## src/mfbi_pkg.sv

```systemverilog
`timescale 1ns / 1ps
// ----------------------------------------------------------------------------
// mfbi_pkg
// Types, constants and the control program of the motor force boost integrator.
// ----------------------------------------------------------------------------
package mfbi_pkg;

  localparam int PC_W        = 3;
  localparam int FRAC        = 12;
  localparam int DECAY_SHIFT = 10;
  localparam int QONE        = 4096;
  localparam int CUBIC_GAIN  = 410;
  localparam int ERR_W       = 14;
  localparam int ACC_W       = 20;
  localparam int MUL_W       = 18;

  localparam logic CFG_BOOST_RATE     = 1'b0;
  localparam logic CFG_MOTOR_CHANNELS = 1'b1;

  localparam logic ACT_SENSOR = 1'b0;

  typedef logic [PC_W-1:0] pc_t;

  typedef enum logic [1:0] {OPA_DIFF, OPA_ERR, OPA_PROD} opa_t;
  typedef enum logic [1:0] {OPB_BOOST, OPB_ERR, OPB_CUBIC} opb_t;
  typedef enum logic [1:0] {ACC_NOP, ACC_INIT, ACC_ADD, ACC_SUB} acc_op_t;
  typedef enum logic [1:0] {EMIT_NONE, EMIT_MOTOR, EMIT_PASS} emit_t;

  typedef struct packed {
    opa_t    opa;
    opb_t    opb;
    logic    mul_en;
    acc_op_t acc_op;
    logic    jmp_pass;
    pc_t     target;
    emit_t   emit;
    logic    last;
  } ucode_t;

  typedef struct packed {
    logic   busy;
    ucode_t word;
  } seq_ctrl_t;

  localparam pc_t STEP_PASS = 3'd6;

  localparam ucode_t UC_NOP = '{opa: OPA_DIFF, opb: OPB_BOOST, mul_en: 1'b0,
                                acc_op: ACC_NOP, jmp_pass: 1'b0, target: '0,
                                emit: EMIT_NONE, last: 1'b0};

  function automatic ucode_t ucode(input pc_t pc);
    ucode_t w;
    w = UC_NOP;
    unique case (pc)
      3'd0: begin
        w.opa      = OPA_DIFF;
        w.opb      = OPB_BOOST;
        w.mul_en   = 1'b1;
        w.acc_op   = ACC_INIT;
        w.jmp_pass = 1'b1;
        w.target   = STEP_PASS;
      end
      3'd1: begin
        w.opa    = OPA_ERR;
        w.opb    = OPB_ERR;
        w.mul_en = 1'b1;
        w.acc_op = ACC_ADD;
      end
      3'd2: begin
        w.opa    = OPA_PROD;
        w.opb    = OPB_ERR;
        w.mul_en = 1'b1;
      end
      3'd3: begin
        w.opa    = OPA_PROD;
        w.opb    = OPB_CUBIC;
        w.mul_en = 1'b1;
      end
      3'd4: begin
        w.acc_op = ACC_SUB;
      end
      3'd5: begin
        w.emit = EMIT_MOTOR;
        w.last = 1'b1;
      end
      3'd6: begin
        w.emit = EMIT_PASS;
        w.last = 1'b1;
      end
      default: begin
        w.last = 1'b1;
      end
    endcase
    return w;
  endfunction

endpackage

```

## src/motor_force_boost_integrator.sv

```systemverilog
`timescale 1ns / 1ps
// ----------------------------------------------------------------------------
// motor_force_boost_integrator
// Per-channel force boosting between a controller and its motors.
//
// Input beats carry action in in_tuser and channel, value and noise in
// in_tdata. A sensor beat returns value plus noise, saturated, and stores the
// raw value for motor channels. A motor beat on a motor channel with a
// non-zero boost rate runs the error update on one shared 18x18 multiplier
// under a seven-step control program and returns command plus error, clipped to
// +-1.0 (Q3.12). A boosted motor beat runs six program steps, four of them
// multiplier passes; a sensor or pass-through beat runs the first step and the
// pass-through step. One beat is in work at a time, so the next beat is taken
// only once the sequencer has finished the last one; in_tready is high whenever
// the sequencer is idle and out of reset, so a new beat can be taken while a
// finished result still waits in the output register.
// When the receiver stalls, the final step holds until the output register
// frees, and the stored state is written only as that step completes.
// Reset clears all stored errors and sensor values, sets boost_rate to 0 and
// motor_channels to 16. Configuration is written on cfg_we.
// ----------------------------------------------------------------------------
module motor_force_boost_integrator #(
  parameter int CHANNELS = 16
) (
  input  logic        clk,
  input  logic        rst_n,
  input  logic        in_tvalid,
  output logic        in_tready,
  input  logic [39:0] in_tdata,   // channel[3:0], in_value[19:4], noise_value[35:20]
  input  logic [0:0]  in_tuser,   // action[0]
  output logic        out_tvalid,
  input  logic        out_tready,
  output logic [23:0] out_tdata,  // out_value[15:0], out_channel[19:16]
  input  logic        cfg_we,
  input  logic [0:0]  cfg_index,
  input  logic [12:0] cfg_wdata
);
  import mfbi_pkg::*;

  localparam int DEPTH = (CHANNELS < 16) ? CHANNELS : 16;
  localparam int IDX_W = (DEPTH > 1) ? $clog2(DEPTH) : 1;

  logic [12:0] boost_rate_r;
  logic [4:0]  motor_channels_r;

  logic signed [ERR_W-1:0] err_mem_r [DEPTH];
  logic signed [15:0]      sens_mem_r [DEPTH];

  logic               action_r;
  logic [3:0]         ch_r;
  logic [IDX_W-1:0]   idx_r;
  logic               motor_ch_r;
  logic signed [15:0] val_r;
  logic signed [15:0] noise_r;
  logic signed [ERR_W-1:0] err_r;
  logic signed [16:0] diff_r;

  logic signed [2*MUL_W-1:0] prod_r;
  logic signed [ACC_W-1:0]   acc_r;

  logic        out_valid_r;
  logic [15:0] out_value_r;
  logic [3:0]  out_channel_r;

  seq_ctrl_t ctrl;
  logic      in_fire, cond_pass, stall, emit_fire;

  logic               in_action;
  logic [3:0]         in_ch;
  logic signed [15:0] in_val, in_noise;
  logic               in_motor_ch;
  logic [IDX_W-1:0]   in_idx;
  logic signed [ERR_W-1:0] in_err;
  logic signed [15:0] in_sens;

  logic signed [MUL_W-1:0]   opa, opb;
  logic signed [2*MUL_W-1:0] prod_nxt;
  logic signed [ACC_W-1:0]   prod_term;
  logic signed [ERR_W-1:0]   err_clip;
  logic signed [16:0]        motor_sum, sens_sum;
  logic signed [15:0]        res_motor, res_pass;

  function automatic logic signed [ERR_W-1:0] clip_q1(input logic signed [ACC_W-1:0] x);
    if (x > ACC_W'(QONE)) return ERR_W'(QONE);
    if (x < -ACC_W'(QONE)) return -ERR_W'(QONE);
    return x[ERR_W-1:0];
  endfunction

  assign in_action   = in_tuser[0];
  assign in_ch       = in_tdata[3:0];
  assign in_val      = in_tdata[19:4];
  assign in_noise    = in_tdata[35:20];
  assign in_motor_ch = ({1'b0, in_ch} < motor_channels_r) && (in_ch < CHANNELS);
  assign in_idx      = in_ch[IDX_W-1:0];
  assign in_err      = in_motor_ch ? err_mem_r[in_idx] : '0;
  assign in_sens     = in_motor_ch ? sens_mem_r[in_idx] : '0;

  assign in_tready = !ctrl.busy && rst_n;
  assign in_fire   = in_tvalid && in_tready;

  assign cond_pass = (action_r == ACT_SENSOR) || (boost_rate_r == '0) || !motor_ch_r;
  assign stall     = (ctrl.word.emit != EMIT_NONE) && out_valid_r && !out_tready;
  assign emit_fire = ctrl.busy && (ctrl.word.emit != EMIT_NONE) && !stall;

  mfbi_seq u_seq (
    .clk       (clk),
    .rst_n     (rst_n),
    .start     (in_fire),
    .cond_pass (cond_pass),
    .stall     (stall),
    .ctrl      (ctrl)
  );

  always_comb begin
    case (ctrl.word.opa)
      OPA_DIFF: opa = MUL_W'(diff_r);
      OPA_ERR:  opa = MUL_W'(err_r);
      OPA_PROD: opa = prod_r[FRAC+MUL_W-1:FRAC];
      default:  opa = '0;
    endcase
    case (ctrl.word.opb)
      OPB_BOOST: opb = MUL_W'(signed'({1'b0, boost_rate_r}));
      OPB_ERR:   opb = MUL_W'(err_r);
      OPB_CUBIC: opb = MUL_W'(CUBIC_GAIN);
      default:   opb = '0;
    endcase
  end

  assign prod_nxt  = opa * opb;
  assign prod_term = prod_r[FRAC+ACC_W-1:FRAC];
  assign err_clip  = clip_q1(acc_r);
  assign motor_sum = 17'(val_r) + 17'(err_clip);
  assign res_motor = 16'(clip_q1(ACC_W'(motor_sum)));
  assign sens_sum  = 17'(val_r) + 17'(noise_r);

  always_comb begin
    if (action_r == ACT_SENSOR) begin
      if (sens_sum > 17'sd32767) res_pass = 16'sh7fff;
      else if (sens_sum < -17'sd32768) res_pass = 16'sh8000;
      else res_pass = sens_sum[15:0];
    end else begin
      res_pass = val_r;
    end
  end

  always_ff @(posedge clk) begin
    if (!rst_n) begin
      boost_rate_r     <= '0;
      motor_channels_r <= 5'd16;
    end else if (cfg_we) begin
      unique case (cfg_index)
        CFG_BOOST_RATE:     boost_rate_r     <= cfg_wdata;
        CFG_MOTOR_CHANNELS: motor_channels_r <= cfg_wdata[4:0];
        default: ;
      endcase
    end
  end

  always_ff @(posedge clk) begin
    if (in_fire) begin
      action_r   <= in_action;
      ch_r       <= in_ch;
      idx_r      <= in_idx;
      motor_ch_r <= in_motor_ch;
      val_r      <= in_val;
      noise_r    <= in_noise;
      err_r      <= in_err;
      diff_r     <= 17'(in_val) - 17'(in_sens);
    end
    if (ctrl.busy && ctrl.word.mul_en) begin
      prod_r <= prod_nxt;
    end
    if (ctrl.busy) begin
      case (ctrl.word.acc_op)
        ACC_INIT: acc_r <= ACC_W'(err_r) - ACC_W'(err_r >>> DECAY_SHIFT);
        ACC_ADD:  acc_r <= acc_r + prod_term;
        ACC_SUB:  acc_r <= acc_r - prod_term;
        default: ;
      endcase
    end
  end

  always_ff @(posedge clk) begin
    if (!rst_n) begin
      for (int i = 0; i < DEPTH; i++) begin
        err_mem_r[i]  <= '0;
        sens_mem_r[i] <= '0;
      end
    end else if (emit_fire) begin
      if (ctrl.word.emit == EMIT_MOTOR) begin
        err_mem_r[idx_r] <= err_clip;
      end else if (action_r == ACT_SENSOR && motor_ch_r) begin
        sens_mem_r[idx_r] <= val_r;
      end
    end
  end

  always_ff @(posedge clk) begin
    if (!rst_n) begin
      out_valid_r <= 1'b0;
    end else if (emit_fire) begin
      out_valid_r <= 1'b1;
    end else if (out_tready) begin
      out_valid_r <= 1'b0;
    end
  end

  always_ff @(posedge clk) begin
    if (emit_fire) begin
      out_value_r   <= (ctrl.word.emit == EMIT_MOTOR) ? res_motor : res_pass;
      out_channel_r <= ch_r;
    end
  end

  assign out_tvalid = out_valid_r;
  assign out_tdata  = {4'b0, out_channel_r, out_value_r};

  a_busy_after_accept: assert property (@(posedge clk) disable iff (!rst_n)
    in_fire |=> !in_tready)
    else $error("input accepted while a beat is still in work");

  a_emit_sets_valid: assert property (@(posedge clk) disable iff (!rst_n)
    emit_fire |=> out_tvalid)
    else $error("result step completed without a valid output");

  a_err_bounded: assert property (@(posedge clk) disable iff (!rst_n)
    (emit_fire && ctrl.word.emit == EMIT_MOTOR) |->
      (err_clip <= 14'sd4096 && err_clip >= -14'sd4096))
    else $error("stored boost error outside unit range");

endmodule

```

## src/mfbi_seq.sv

```systemverilog
`timescale 1ns / 1ps
// ----------------------------------------------------------------------------
// mfbi_seq
// Step counter over the control program, with the pass-through jump.
// ----------------------------------------------------------------------------
module mfbi_seq (
  input  logic                clk,
  input  logic                rst_n,
  input  logic                start,
  input  logic                cond_pass,
  input  logic                stall,
  output mfbi_pkg::seq_ctrl_t ctrl
);
  import mfbi_pkg::*;

  logic busy_r, busy_nxt;
  pc_t  pc_r, pc_nxt;
  ucode_t word;

  always_comb begin
    word     = ucode(pc_r);
    busy_nxt = busy_r;
    pc_nxt   = pc_r;
    if (!busy_r) begin
      if (start) begin
        busy_nxt = 1'b1;
        pc_nxt   = '0;
      end
    end else if (!stall) begin
      if (word.last) begin
        busy_nxt = 1'b0;
      end else if (word.jmp_pass && cond_pass) begin
        pc_nxt = word.target;
      end else begin
        pc_nxt = pc_r + pc_t'(1);
      end
    end
  end

  always_ff @(posedge clk) begin
    if (!rst_n) begin
      busy_r <= 1'b0;
      pc_r   <= '0;
    end else begin
      busy_r <= busy_nxt;
      pc_r   <= pc_nxt;
    end
  end

  assign ctrl.busy = busy_r;
  assign ctrl.word = word;

endmodule

```

## config.mk

```make
export PLATFORM = sky130hd
export DESIGN_NAME = motor_force_boost_integrator
export DESIGN_NICKNAME = d
export VERILOG_FILES = /design/src/mfbi_pkg.sv /design/src/motor_force_boost_integrator.sv /design/src/mfbi_seq.sv
export SDC_FILE = /design/constraint.sdc
export NUM_CORES = 2
export LEC_CHECK = 0
export BUFFER_PORTS_ARGS = -buffer_cell sky130_fd_sc_hd__buf_2
export CORE_MARGIN = 1
export CORE_UTILIZATION = 55
export DETAILED_ROUTE_END_ITERATION = 8
export PLACE_DENSITY = 0.79
export SLEW_MARGIN = 30
export SYNTH_ARGS = -nofsm -noshare
export SYNTH_HDL_FRONTEND = slang
export SYNTH_HIERARCHICAL = 1
export SYNTH_SLANG_ARGS = --single-unit
export TNS_END_PERCENT = 30
```

## constraint.sdc

```tcl
create_clock -name clk -period 11.4 [get_ports clk]
set_input_delay 1.71 -clock clk [delete_from_list [all_inputs] [get_ports clk]]
set_output_delay 1.71 -clock clk [all_outputs]
set_load 0.05 [all_outputs]
```

==> results.toml <==
[layout]
layout-drive-gt1-share_pct = 11.4
fill_cells = 5812
final_design_area_no_fill_um2 = 45500
fin_cells = 4640
diodes = 0
multi_input_area_um2 = 21200
nNetsFinal = 4148
fin_util_pct = 60.0
regArea_um2 = 18700
area_delta_synth_final_pct = 7.86

[place]
routabilityCongestion = 0.974
place_inst = 4531
detailed_place_hpwl_um = 76300
portBuffers = 77
placed_cell_area_um2 = 43500

[detailed_routing]
drt_iter0_markers = 2914
final_antenna_net_count = 0
vias = 28000
drt-pass1-iter-count = 6
avgRoutedWirePerCell_um = 22.8
wirelength_um = 106000
drc = 0
avgViaCountPerCell = 6.04

[cts]
cts_inserted_buffers = 59
clkSlewWorstSetupHoldPaths_ns = 0.06
ctsLongestPathBuffers = 3
cts_tree = "yes"
cts_setup_buffers = 0
cts.hold.buffers_added = 0
ctsResizeCount = 0
htreeDepth = 2
cts_sinks = 632
worstSkewPairLatency_ns = 0.65
root_buffer = "clkbuf_16"

[pwr]
powerDensity_nw_per_um2 = 165
total_power_mw = 7.51
leakage_nw = 18.2
irDropWorstVdd_uv = 132

[critical_path]
rr_endpoint = "prod_r[30]"
critPathMaxFanout = 25
r2r_setup_slack_ns = 2.34
end_kind = "flop"
r2r_start = "u_seq/pc_r[0]"
path_class = "flop to flop"
reg2reg_depth = 23
arrival_ns = 9.44
required_ns = 11.78
startpoint_type = "flop"

[die]
die_h_um = 279
row_count = 101
chipWidth_um = 279
dieArea_um2 = 77700
initial_core_util_pct = 55.6
core_um2 = 75800
num_io_pins = 86

[global_routing]
grt_pass1_wl_um = 163000
antenna_found_initial = 5
track_usage_pct = 27.7
overflow = 0
grt_pass1_vias = 28400
grt_max_degree = 69

[worst_hold_path]
hp-start = "motor_channels_r[2]"
min_delay_path_depth = 2
hold_class = "flop to flop"
holdPathEnd = "motor_channels_r[2]"

[timing]
max_slew_margin_pct = 34.2
worstMarginPinSlew_ns = 0.980
finClkSkew_ns = 0.0280
timing.final.crit_share_pct = 79.5
tns_ns = 0
period_minus_slack_ns = 9.06
finalMaxSlewViolations = 0
hold_violations = 0
setup_viol = 0
grt_setup_unrepaired = "false"
max_freq_mhz = 110

[flow_run]
drv_cap = 0

[synth]
syn_area_um2 = 42100
ys.warnings.count = 6
synthCells = 3598
syn_avg_cell_area_um2 = 11.7

[outcome]
outcome = "finished, final reports clean"
==> worst max-delay path, stage by stage, from the launching register on <==
cell and delay (ns):
dfxtp_1 0.40, ha_1 0.25, o21ba_4 0.36, nor2b_1 0.65
nand2_1 0.60, inv_1 0.84, nand2_1 0.38, fa_1 0.58
inv_1 0.05, fa_1 0.57, fa_1 0.45, fa_1 0.38
inv_1 0.08, fa_1 0.43, fa_1 0.54, inv_1 0.06
ha_1 0.31, a211oi_1 0.30, nand2_1 0.14, a211o_1 0.36
a2111o_1 0.42, a31oi_1 0.35, o21bai_1 0.13, xor2_1 0.16
==> worst max-delay path by stage <==
stage                       start    endpoint
finish              u_seq/pc_r[0]  prod_r[30]
global placement    u_seq/pc_r[0]  prod_r[30]
floorplan           u_seq/pc_r[0]  prod_r[30]
CTS                 u_seq/pc_r[0]  prod_r[30]
global route        u_seq/pc_r[0]  prod_r[30]
detailed placement  u_seq/pc_r[0]  prod_r[30]
==> stage by stage <==
step           setup slack [ns]  hold WS [ns]
5_1_grt                    1.86         0.507
4_1_cts                    2.39         0.484
6_report                   2.34         0.483
2_1_floorplan              3.91         0.424
3_3_place_gp               2.57         0.444
3_5_place_dp               2.43         0.458
==> final cells by class <==
cell class / count / area share (%)
Sequential cell: 632 / 41.2
Tap cell: 978 / 2.69
Multi-Input combinational cell: 2367 / 46.6
Inverter: 428 / 3.53
Timing Repair Buffer: 128 / 1.75
Clock inverter: 28 / 0.718
Clock buffer: 79 / 3.48
==> sequential cells by signal (all words and copies together) (netlist names), 3 cells and up <==
| signal | count |
|---|---|
| acc_r | 20 |
| boost_rate_r | 13 |
| diff_r | 17 |
| err_mem_r | 224 |
| err_r | 14 |
| idx_r | 4 |
| motor_channels_r | 5 |
| noise_r | 16 |
| out_channel_r | 4 |
| out_value_r | 16 |
| prod_r | 20 |
| sens_mem_r | 256 |
| u_seq/pc_r | 3 |
| val_r | 16 |
==> power breakdown <==
| group | internal [mW] | switching [mW] |
|---|---|---|
| clock | 1.13 | 0.860 |
| combinational | 1.11 | 1.57 |
| sequential | 2.74 | 0.103 |
==> cells in the final DEF, fill, tap and decap left out, types with 12 or more instances in the layout <==
cell type  count
xnor2_1       71
clkbuf_1      17
fa_1         297
a21boi_0      20
ha_1         175
nor2b_1       17
mux2i_1       34
xor2_1        30
buf_4         50
clkbuf_16     59
and2_1       264
nor2_1       457
a31oi_1       15
mux4_2       149
nand2_1      273
nor3_1        62
buf_2         75
or3_1         12
inv_1        427
dfxtp_1       23
a211oi_1      13
a21o_1        24
o31ai_1       13
edfxtp_1     609
nand3_1       43
nand2b_1      28
a21oi_1       53
nor4_1        14
o21ai_0       55
o21ai_1       45
o21a_1        36
==> routing by layer <==
metal | global-route usage [%] | vias to the layer above | part of all wire, %
met1 | 35.6 | 13800 | 36
met4 | 11.3 | 6 | 4.3
met3 | 7.11 | 316 | 12
li1 | - | 12300 | -
met2 | 45.0 | 1532 | 48
met5 | 0 | - | 0.035
Power figures use the tool's default switching activity.
